**src/design/sti_pkg.sv**
```systemverilog
// Shared types and constants for the sorted table insert/merge block.
package sti_pkg;

	localparam int KEY_BITS      = 10;
	localparam int DEPTH_DEFAULT = 64;
	localparam int CODE_BITS     = 8;
	localparam int POS_BITS      = 6;
	localparam int COUNT_BITS    = 7;

	typedef enum logic [2:0] {
		ST_INSERTED   = 3'd0,
		ST_MERGED     = 3'd1,
		ST_FULL       = 3'd2,
		ST_READ_OK    = 3'd3,
		ST_READ_RANGE = 3'd4
	} status_t;

	typedef enum logic [0:0] {
		FN_INSERT = 1'b0,
		FN_READ   = 1'b1
	} func_t;

	typedef enum logic [3:0] {
		S_IDLE,
		S_PROBE,
		S_CMP,
		S_MATCH,
		S_PLACE,
		S_SHIFT,
		S_SHLAST,
		S_INS,
		S_RREQ,
		S_RDATA,
		S_OUT
	} state_t;

	typedef struct packed {
		func_t                 func;
		logic [KEY_BITS-1:0]   key_id;
		logic [CODE_BITS-1:0]  level_code;
		logic [CODE_BITS-1:0]  tag_code;
		logic [POS_BITS-1:0]   read_pos;
	} in_t;

	typedef struct packed {
		status_t                status;
		logic [POS_BITS-1:0]    entry_pos;
		logic [KEY_BITS-1:0]    entry_key;
		logic [CODE_BITS-1:0]   entry_level;
		logic [CODE_BITS-1:0]   entry_tag;
		logic [COUNT_BITS-1:0]  entry_count;
	} out_t;

	typedef struct packed {
		logic [KEY_BITS-1:0]   key;
		logic [CODE_BITS-1:0]  level;
		logic [CODE_BITS-1:0]  tag;
	} entry_t;

	localparam int ENTRY_BITS = $bits(entry_t);

endpackage

```
**src/design/sti_ram.sv**
```systemverilog
// Generic single-write, single-read RAM with registered read data.
module sti_ram #(
	parameter int WIDTH = 8,
	parameter int DEPTH = 64
) (
	input  logic                     clk,
	input  logic                     we,
	input  logic [$clog2(DEPTH)-1:0] waddr,
	input  logic [WIDTH-1:0]         wdata,
	input  logic [$clog2(DEPTH)-1:0] raddr,
	output logic [WIDTH-1:0]         rdata
);

	logic [WIDTH-1:0] mem [DEPTH];
	logic [WIDTH-1:0] rdata_q;

	always_ff @(posedge clk) begin
		if (we) begin
			mem[waddr] <= wdata;
		end
		rdata_q <= mem[raddr];
	end

	assign rdata = rdata_q;

endmodule

```
**src/design/sorted_table_insert_or_merge.sv**
```systemverilog
// Top level: sorted key table with binary-search insert/merge and positional read.
// Insert: a binary search of probe/compare steps, a key check that merges on a match,
//   then a shift of the later entries up by one and the write of the new entry (a full
//   table gives a full status instead); then the output register is loaded, back to idle.
// Read: a RAM read of the given position, or a range status when it is out of range.
//   One item at a time; all steps share the single RAM port pair.
// A finished result waits in an output register while the next item is taken.
// Reset clears the entry count and control state; table contents are not cleared.
module sorted_table_insert_or_merge
	import sti_pkg::*;
#(
	parameter int TABLE_DEPTH = DEPTH_DEFAULT
) (
	input  logic clk,
	input  logic arst_n,
	input  logic in_valid,
	output logic in_ready,
	input  in_t  in_data,
	output logic out_valid,
	input  logic out_ready,
	output out_t out_data
);

	localparam int DW = (TABLE_DEPTH > 1) ? $clog2(TABLE_DEPTH) : 1;
	localparam int CW = $clog2(TABLE_DEPTH + 1);

	state_t          state_q, state_d;
	in_t             req_q;
	logic [CW-1:0]   count_q;
	logic [CW-1:0]   lo_q, hi_q;
	logic [DW-1:0]   idx_q, wa_q;
	logic            pend_q;
	out_t            res_q, out_q;
	logic            out_valid_q;

	logic            ram_we;
	logic [DW-1:0]   ram_waddr, ram_raddr;
	entry_t          ram_wdata, rd_entry;
	logic [ENTRY_BITS-1:0] ram_rdata;

	logic [CW-1:0]   mid, cnt_inc;
	logic            key_less, key_eq, rpos_ok, full;
	logic [CODE_BITS-1:0] mrg_level, mrg_tag;

	sti_ram #(
		.WIDTH(ENTRY_BITS),
		.DEPTH(TABLE_DEPTH)
	) u_ram (
		.clk  (clk),
		.we   (ram_we),
		.waddr(ram_waddr),
		.wdata(ram_wdata),
		.raddr(ram_raddr),
		.rdata(ram_rdata)
	);

	assign rd_entry  = ram_rdata;
	assign mid       = lo_q + ((hi_q - lo_q) >> 1);
	assign cnt_inc   = count_q + CW'(1);
	assign key_less  = rd_entry.key < req_q.key_id;
	assign key_eq    = rd_entry.key == req_q.key_id;
	assign rpos_ok   = {{CW{1'b0}}, req_q.read_pos} < {{POS_BITS{1'b0}}, count_q};
	assign full      = count_q == CW'(TABLE_DEPTH);
	assign mrg_level = (req_q.level_code != '0) ? req_q.level_code : rd_entry.level;
	assign mrg_tag   = (req_q.tag_code != '0) ? req_q.tag_code : rd_entry.tag;

	assign in_ready  = state_q == S_IDLE;
	assign out_valid = out_valid_q;
	assign out_data  = out_q;

	// next state
	always_comb begin
		state_d = state_q;
		case (state_q)
			S_IDLE: begin
				if (in_valid) begin
					state_d = (in_data.func == FN_READ) ? S_RREQ : S_PROBE;
				end
			end
			S_PROBE: begin
				if (lo_q < hi_q) begin
					state_d = S_CMP;
				end else if (lo_q < count_q) begin
					state_d = S_MATCH;
				end else begin
					state_d = S_PLACE;
				end
			end
			S_CMP:    state_d = S_PROBE;
			S_MATCH:  state_d = key_eq ? S_OUT : S_PLACE;
			S_PLACE: begin
				if (full) begin
					state_d = S_OUT;
				end else if (count_q == lo_q) begin
					state_d = S_INS;
				end else begin
					state_d = S_SHIFT;
				end
			end
			S_SHIFT: begin
				if (idx_q == DW'(lo_q)) begin
					state_d = S_SHLAST;
				end
			end
			S_SHLAST: state_d = S_INS;
			S_INS:    state_d = S_OUT;
			S_RREQ:   state_d = rpos_ok ? S_RDATA : S_OUT;
			S_RDATA:  state_d = S_OUT;
			S_OUT: begin
				if (!out_valid_q || out_ready) begin
					state_d = S_IDLE;
				end
			end
			default:  state_d = S_IDLE;
		endcase
	end

	// RAM control
	always_comb begin
		ram_we    = 1'b0;
		ram_waddr = DW'(lo_q);
		ram_wdata = rd_entry;
		ram_raddr = DW'(mid);
		case (state_q)
			S_PROBE: begin
				ram_raddr = (lo_q < hi_q) ? DW'(mid) : DW'(lo_q);
			end
			S_MATCH: begin
				ram_we    = key_eq;
				ram_wdata = '{key: rd_entry.key, level: mrg_level, tag: mrg_tag};
			end
			S_SHIFT: begin
				ram_raddr = idx_q;
				ram_we    = pend_q;
				ram_waddr = wa_q;
			end
			S_SHLAST: begin
				ram_we    = 1'b1;
				ram_waddr = wa_q;
			end
			S_INS: begin
				ram_we    = 1'b1;
				ram_wdata = '{key: req_q.key_id, level: req_q.level_code,
					tag: req_q.tag_code};
			end
			S_RREQ:   ram_raddr = DW'(req_q.read_pos);
			default:  ram_we = 1'b0;
		endcase
	end

	always_ff @(posedge clk or negedge arst_n) begin
		if (!arst_n) begin
			state_q     <= S_IDLE;
			count_q     <= '0;
			out_valid_q <= 1'b0;
			pend_q      <= 1'b0;
		end else begin
			state_q <= state_d;
			if (state_q == S_OUT && (!out_valid_q || out_ready)) begin
				out_valid_q <= 1'b1;
			end else if (out_valid_q && out_ready) begin
				out_valid_q <= 1'b0;
			end
			case (state_q)
				S_PLACE:  pend_q <= 1'b0;
				S_SHIFT:  pend_q <= 1'b1;
				S_INS:    count_q <= cnt_inc;
				default:  pend_q <= pend_q;
			endcase
		end
	end

	// datapath registers
	always_ff @(posedge clk) begin
		case (state_q)
			S_IDLE: begin
				req_q <= in_data;
				lo_q  <= '0;
				hi_q  <= count_q;
			end
			S_CMP: begin
				if (key_less) begin
					lo_q <= mid + CW'(1);
				end else begin
					hi_q <= mid;
				end
			end
			S_MATCH: begin
				res_q <= '{status: ST_MERGED, entry_pos: POS_BITS'(lo_q),
					entry_key: rd_entry.key, entry_level: mrg_level,
					entry_tag: mrg_tag, entry_count: COUNT_BITS'(count_q)};
			end
			S_PLACE: begin
				idx_q <= DW'(count_q - CW'(1));
				res_q <= '{status: ST_FULL, entry_pos: '0, entry_key: req_q.key_id,
					entry_level: '0, entry_tag: '0, entry_count: COUNT_BITS'(count_q)};
			end
			S_SHIFT: begin
				wa_q  <= idx_q + DW'(1);
				idx_q <= idx_q - DW'(1);
			end
			S_INS: begin
				res_q <= '{status: ST_INSERTED, entry_pos: POS_BITS'(lo_q),
					entry_key: req_q.key_id, entry_level: req_q.level_code,
					entry_tag: req_q.tag_code, entry_count: COUNT_BITS'(cnt_inc)};
			end
			S_RREQ: begin
				res_q <= '{status: ST_READ_RANGE, entry_pos: '0, entry_key: '0,
					entry_level: '0, entry_tag: '0, entry_count: COUNT_BITS'(count_q)};
			end
			S_RDATA: begin
				res_q <= '{status: ST_READ_OK, entry_pos: req_q.read_pos,
					entry_key: rd_entry.key, entry_level: rd_entry.level,
					entry_tag: rd_entry.tag, entry_count: COUNT_BITS'(count_q)};
			end
			S_OUT: begin
				if (!out_valid_q || out_ready) begin
					out_q <= res_q;
				end
			end
			default: begin
				req_q <= req_q;
			end
		endcase
	end

endmodule
```
**config.mk**
```make
export PLATFORM = sky130hd
export DESIGN_NAME = sorted_table_insert_or_merge
export DESIGN_NICKNAME = d
export VERILOG_FILES = /design/src/design/sti_pkg.sv /design/src/design/sti_ram.sv /design/src/design/sorted_table_insert_or_merge.sv
export SDC_FILE = /design/constraint.sdc
export NUM_CORES = 2
export LEC_CHECK = 0
export ABC_AREA = 1
export BUFFER_PORTS_ARGS = -buffer_cell sky130_fd_sc_hd__buf_2
export CAP_MARGIN = 25
export CORE_MARGIN = 2
export CORE_UTILIZATION = 60
export DETAILED_ROUTE_END_ITERATION = 8
export PLACE_DENSITY_LB_ADDON = 0.05
export SKIP_CTS_REPAIR_TIMING = 1
export SLEW_MARGIN = 20
export SYNTH_ARGS = -nofsm -noshare
export SYNTH_HDL_FRONTEND = slang
export SYNTH_SLANG_ARGS = --single-unit
```
**constraint.sdc**
```tcl
create_clock -name clk -period 8.1 [get_ports clk]
set_input_delay 1.215 -clock clk [delete_from_list [all_inputs] [get_ports clk]]
set_output_delay 1.215 -clock clk [all_outputs]
set_load 0.1 [all_outputs]
```
; Word level (Yosys, flattened, before mapping)
; Memory sizes are Yosys's and may differ from the RTL's. A register that Yosys moved wholly into a read port is not among the register bits.
; Index checks and enable logic that the tools add are counted.
[op_classes]
n_bitwise = 0
div = 0
n_eq_ne = 19
addsub = 7
magnitude_cmp = 4
reduce_logical = 18
multipliers = 0
muxes = 29
shifts = 0
[op_table]
columns = op, n
row1 = $pmux 42 s5, 1
row2 = $pmux 26 s2, 1
row3 = $pmux 4 s10, 1
row4 = $pmux 7 s2, 2
row5 = $mux 4, 6
row6 = $pmux 6 s3, 1
row7 = $eq 4x3->1 const B, 4
row8 = $mux 8, 2
row9 = $reduce_bool 8->1, 2
row10 = $add 7x1->7 const B, 2
row11 = $lt 7x7->1, 2
row12 = $mux 7, 2
row13 = $eq 4x4->1 const B, 3
row14 = $mux 6, 2
row15 = $pmux 6 s2, 1
row16 = $sub 6x1->6 const B, 2
row17 = $eq 10x10->1, 1
row18 = $lt 10x10->1, 1
row19 = $ne 2x2->1 const B, 5
row20 = $eq 4x2->1 const B, 2
row21 = $add 7x6->7, 1
row22 = $eq 7x7->1, 1
row23 = $eq 7x7->1 const B, 1
row24 = $lt 6x7->1, 1
row25 = other kinds (18), 30
[word_totals]
ramBits = 1664
n_memories = 1
romBits = 0
latchBits = 0
register_bits = 155
output_inout_bits = 44
[memory_table]
columns = memory, words, word_bits, read_ports, rd_clocked_by_memory_dff, wr, line
row1 = u_ram.mem, 64, 26, 1, 1, 1, sti_ram.sv:14  ; logic [WIDTH-1:0] mem [DEPTH];

; Longest topological paths before layout
[depth]
ltp_word = 5
ltp_mapped = 21
mapped_depth_nobuf = 20

; By module
; Synthesis repeated with hierarchy kept, for this count alone.
[hier_totals]
cells_unflattened = 6497
area_unflattened_um2 = 76096.7
[by_module_without_submodules]
columns = mod, n_inst, cells_each, area_per_inst_um2
row1 = sti_ram, 1, 5657, 67963.9
row2 = sorted_table_insert_or_merge, 1, 840, 8132.8

; Worst setup path before layout
; Ideal clock, no wire load.
[synth_path]
path_kind = reg2out
startpoint = reg state_q[1]
endpoint = out in_ready
arrival_time_ns = 3.366
setup_slack_ns = 3.519
stages_incl_launch_ff = 5
t_required_ns = 6.885
n_path_buf = 1
path_cell_list = dfrtp_1 buf_6 nor2_2 inv_1 nor2_1
[synth_between]
elab_chain_cells = 1
[synth_rtl]
columns = item, line
row1 = from (decl), sorted_table_insert_or_merge.sv:27  ; state_t state_q, state_d;
row2 = from (signal assigned), sorted_table_insert_or_merge.sv:158  ; state_q <= state_d;
row3 = $logic_not 4->1, sorted_table_insert_or_merge.sv:67  ; assign in_ready = state_q == S_IDLE;
row4 = to (decl), sorted_table_insert_or_merge.sv:17  ; output logic in_ready,
; No other way between the ends.

; Final worst setup path
[layout_path]
startpoint = reg lo_q[0]
endpoint = reg u_ram.rdata_q[24], in the netlist u_ram.rdata[24] (read register of u_ram.mem)
[layout_between]
elab_chain_cells = 4
word_cells_on_any_way = 5
classes_between = add/sub: 2 / order compare: 1 / mux: 2
[layout_rtl]
columns = item, line
row1 = from (decl), sorted_table_insert_or_merge.sv:30  ; logic [CW-1:0] lo_q, hi_q;
row2 = from (signal assigned), sorted_table_insert_or_merge.sv:183  ; lo_q <= mid + CW'(1);
row3 = $sub 7x7->7, sorted_table_insert_or_merge.sv:58  ; assign mid = lo_q + ((hi_q - lo_q) >> 1);
row4 = $add 7x6->7, sorted_table_insert_or_merge.sv:58
row5 = $mux 6, sorted_table_insert_or_merge.sv:126  ; ram_raddr = (lo_q < hi_q) ? DW'(mid) : DW'(lo_q);
row6 = $pmux 6 s3 *, sorted_table_insert_or_merge.sv:124  ; case (state_q)
row7 = to (decl), sti_ram.sv:15  ; logic [WIDTH-1:0] rdata_q;
; Every way passes the cells marked *; elsewhere a longest branch is shown, timed or not.
; A chain may end at the register's enable or synchronous reset.

==> metrics.sh <==
IO-PIN-COUNT=81
PLACEMENT_ROWS=135
SYNTH_ASYNC_SR_FLOP_SHARE=0.00705
END_KIND='flip-flop'
SYN_AREA_MM2=0.0815
KIND_OF_START_POINT_OF_THE_CRITICAL_PATH='flip-flop'
WORST-SLEW-PIN-TRANSITION_PS=1120
SLEW_VIOLATIONS=0
PLACE.DETAILED.HPWL_UM=136000
REGAREA_MM2=0.0551
FIRST_ITER_VIOLATIONS=8189
WORSTSKEWPAIRLATENCY_PS=820
ROUTE.VIAS.TOTAL=55900
SYNTH.TOP_CELLS.BY_AREA='sky130_fd_sc_hd__edfxtp_1 67%, sky130_fd_sc_hd__nand3_1 11%, sky130_fd_sc_hd__nand3b_1 5.7%, sky130_fd_sc_hd__nand2_1 5.2%, sky130_fd_sc_hd__inv_1 4.8%'
YS_FF_LATCH=1845
NFILLCELLS=10100
CRITPATHKIND='flip-flop to flip-flop'
SYNTHTOLAYOUTAREAGROWTH_PCT=10.3
GRT_REMAINING_OVERFLOW=0
VIAS_IN_THE_FIRST_GLOBAL_ROUTE=51600
BUFFER_PORTS.INSERTED=80
NUMBER_OF_ANTENNA_VIOLATIONS_AT_THE_FIRST_CHECK_IN_GLOBAL_ROUTING=10
PERIOD_MINUS_SLACK_PS=5530
CRITICAL_PATH_REQUIRED_PS=8850
GRT_MAX_DEGREE=172
CLOCK.FMAX_MHz=181
DP_WORST_SETUP_SLACK_PS=2690
SYN-MEAN-INSTANCE-AREA_UM2=11.2
ANTENNA_VIOLATING_NETS_POST_ROUTE=0
MAX_CAP_VIOLATIONS=0
POST_ROUTE_CELLS_DRIVE_ABOVE_1_SHARE=0.0833
MULTI_INPUT_COMB_AREA_MM2=0.0208
REG2REG_SLACK_PS=2570
DETAIL_ROUTE.WIRELENGTH_UM=242000
CLKTRANSATPATHREGS_PS=60
TRITONCTS.NUM_BUFFERS=187
TIMING.CRITICAL_PATH.ARRIVAL_PS=6290
NETLIST.TOP_CELL.BY_AREA='sky130_fd_sc_hd__edfxtp_1'
SYNTH_FF_TYPE='sky130_fd_sc_hd__edfxtp_1'
CRITPATHLAUNCH='lo_q[0]$_SDFFCE_PN0P_'
WORSTREG2REGSTART='lo_q[0]$_SDFFCE_PN0P_'
CLOCK-SKEW-FINAL_PS=30.6
DRTPASS1ITERATIONS=8
MOST_FREQUENT_CELL_ON_THE_CRITICAL_PATH='sky130_fd_sc_hd__nand3_1'
SETUP_VIOL_COUNT_FINAL=0
SYNTH_NETS=7358
DESTINATION_OF_THE_WORST_REGISTER_TO_REGISTER_TIMING_PATH='u_ram.rdata[24]$_DFF_P_'
DIE_HEIGHT_UM=372
TIMING.REG2REG.WORST_PATH_DEPTH=18
ENDPOINT='u_ram.rdata[24]$_DFF_P_'
FIRST_PASS_GRT_WIRE_LENGTH_UM=352000
TIMING.CRITICAL_PATH.FANOUT_MAX=90
GRT_SETUP_UNREPAIRED='no'
WORSTPATHCELLLIST='ha_1 -> inv_1 -> fa_1 -> ha_1 -> inv_1 -> fa_1 -> inv_1 -> nand4_1 -> nand3_1 -> nand2_4 -> inv_8 -> buf_4 -> nand3_1 -> nand3_1 -> nand3_1 -> nand3_1 -> nand3_1 -> nand2_1'
YS_WARN_COUNT=0
SYNTHCELLS=7279
SETUP_TOTAL_NEGATIVE_SLACK_PS=0
RELSLEWSLACK=0.252
CP_PEAK_STAGE_DELAY_PS=610
CLOCK_TREE_SINKS=1845
WORSTHOLDPATHTYPE='primary input to async pin'
DRC_ERRORS=0
DIE_AREA_MM2=0.139
GRTUSAGETOTAL=0.349
SYNTH.DISTINCT_CELLS=50
DIE_W_UM=372
ROUTE.DETAILED.WL_PER_INST_UM=26.4
YS_SEQ_AREA_FRAC=0.676
NETLIST.AREA_LEADER.SHARE=0.666
MOST-COMMON-LAYOUT-CELLS='1806 x sky130_fd_sc_hd__edfxtp_1, 1783 x sky130_fd_sc_hd__nand3_1, 1132 x sky130_fd_sc_hd__nand2_1'
NUMBER_OF_ENABLE_FLIP_FLOP_CELLS_AFTER_SYNTHESIS=1806
PLACEABLECOREAREA_MM2=0.135
CTS_ROOT_BUFFER='sky130_fd_sc_hd__clkbuf_16'
ROUTABILITYCONGESTION=0.918
CLOCK_TREE_FROM_TRITONCTS='yes'
STATUS='completed'
LAYOUT_SETUP_WS_PS=2570
HTREE_NUM_LEVELS=4
MOSTFREQUENTLAYOUTCELL='sky130_fd_sc_hd__edfxtp_1'
START_UTIL=0.603
CPMAXSTAGEDELAYCELL='sky130_fd_sc_hd__inv_8'
LAYOUT_WORST_PATH_CYCLE_SHARE=0.683
FINAL_NET_COUNT=7329
VIAS_PER_CELL=6.09
CTS-ROOT-TO-SINK-BUFFERS=3
FINAL_HOLD_VIOL_COUNT=0
==> synth_stat cells (2+ instances only) <==
library cell                    number
sky130_fd_sc_hd__edfxtp_1         1806
sky130_fd_sc_hd__nand3_1          1799
sky130_fd_sc_hd__nand2_1          1136
sky130_fd_sc_hd__inv_1            1041
sky130_fd_sc_hd__nand3b_1          620
sky130_fd_sc_hd__buf_2             220
sky130_fd_sc_hd__clkbuf_1          157
sky130_fd_sc_hd__nor2_1            104
sky130_fd_sc_hd__buf_1              56
sky130_fd_sc_hd__o21ai_0            47
sky130_fd_sc_hd__ha_1               40
sky130_fd_sc_hd__a21oi_1            26
sky130_fd_sc_hd__dfxtp_1            26
sky130_fd_sc_hd__buf_4              24
sky130_fd_sc_hd__xor2_1             22
sky130_fd_sc_hd__o211ai_1           20
sky130_fd_sc_hd__o22ai_1            20
sky130_fd_sc_hd__o21bai_1           19
sky130_fd_sc_hd__nand4_1            14
sky130_fd_sc_hd__dfrtp_1            13
sky130_fd_sc_hd__inv_2              10
sky130_fd_sc_hd__nor3_1              8
sky130_fd_sc_hd__nor4_1              5
sky130_fd_sc_hd__a211oi_1            4
sky130_fd_sc_hd__clkinv_1            4
sky130_fd_sc_hd__xnor2_1             4
sky130_fd_sc_hd__a31oi_1             3
sky130_fd_sc_hd__buf_6               3
sky130_fd_sc_hd__a21oi_2             2
sky130_fd_sc_hd__a221oi_1            2
sky130_fd_sc_hd__dlygate4sd1_1       2
sky130_fd_sc_hd__fa_1                2
sky130_fd_sc_hd__nor2_4              2
sky130_fd_sc_hd__or2_2               2
==> per-layer routing <==
| metal | global-route usage | routed length (um) | vias up | share of wire |
|---|---|---|---|---|
| met5 | 0 | 48 | - | 0.00020 |
| met4 | 0.161 | 12000 | 6 | 0.049 |
| met3 | 0.0691 | 26000 | 474 | 0.11 |
| met2 | 0.530 | 110000 | 3170 | 0.45 |
| met1 | 0.489 | 94200 | 27200 | 0.39 |
| li1 | - | - | 25100 | - |
==> layout make-up <==
cell class	instances	share of cell area
Inverter	1056	0.0443
Antenna cell	2	0.0000557
Tap cell	1781	0.0248
Clock inverter	96	0.00895
Timing Repair Buffer	245	0.0218
Clock buffer	242	0.0562
Sequential cell	1845	0.613
Multi-Input combinational cell	3915	0.231
==> worst min path at each step <==
stage / to / slack, ps / start
floorplan: out_data[0]$_DFFE_PP_ / 400 / res_q[0]$_DFFE_PP_
global placement: out_data[41]$_DFFE_PP_ / 400 / res_q[41]$_DFFE_PP_
detailed placement: out_data[10]$_DFFE_PP_ / 400 / res_q[10]$_DFFE_PP_
CTS: count_q[2]$_DFFE_PN0P_ / 260 / arst_n
global route: count_q[2]$_DFFE_PN0P_ / 290 / arst_n
finish: count_q[6]$_DFFE_PN0P_ / 320 / arst_n
==> per-stage QoR <==
step / cells / hold WS, ps / cell area, um^2 / utilization
floorplan: 7279 / 400 / 81500 / -
global placement: 8836 / 403 / 83900 / 0.621
detailed placement: 8839 / 405 / 83900 / 0.621
CTS: 9177 / 261 / 89800 / 0.665
global route: 9180 / 292 / 89900 / 0.665
finish: 9182 / 316 / 89900 / 0.665
==> sequential cells by signal, indices dropped and copies added (netlist names) <==
register / cells
out_valid: 1
lo_q: 7
out_data: 42
res_q: 42
state_q: 4
pend_q: 1
u_ram.mem: 1664
req_q: 32
idx_q: 6
hi_q: 7
u_ram.rdata: 26
wa_q: 6
count_q: 7
==> worst max-delay path: cells and delay by family (launching register included) <==
family	cells	cell delay [ps]
flops	1	490
buf+inv	5	1280
fa+ha+maj	4	1340
simple gates	9	2100
==> cell families (layout without fill, tap and decap cells) <==
group / after synthesis / count (layout) / synth area share
AND/OR/NAND/NOR: 3697 / 3697 / 0.228
adder cells (fa/ha/maj): 42 / 42 / 0.00664
AO/OA/AOI/OAI: 150 / 150 / 0.0115
buffers and inverters: 1519 / 1639 / 0.0750
flip-flops: 1845 / 1845 / 0.676
XOR/XNOR: 26 / 26 / 0.00280
other: 0 / 2 / 0
Power is not shown: default switching activity piles up to over one toggle a cycle in this logic, so the estimate is an artifact.
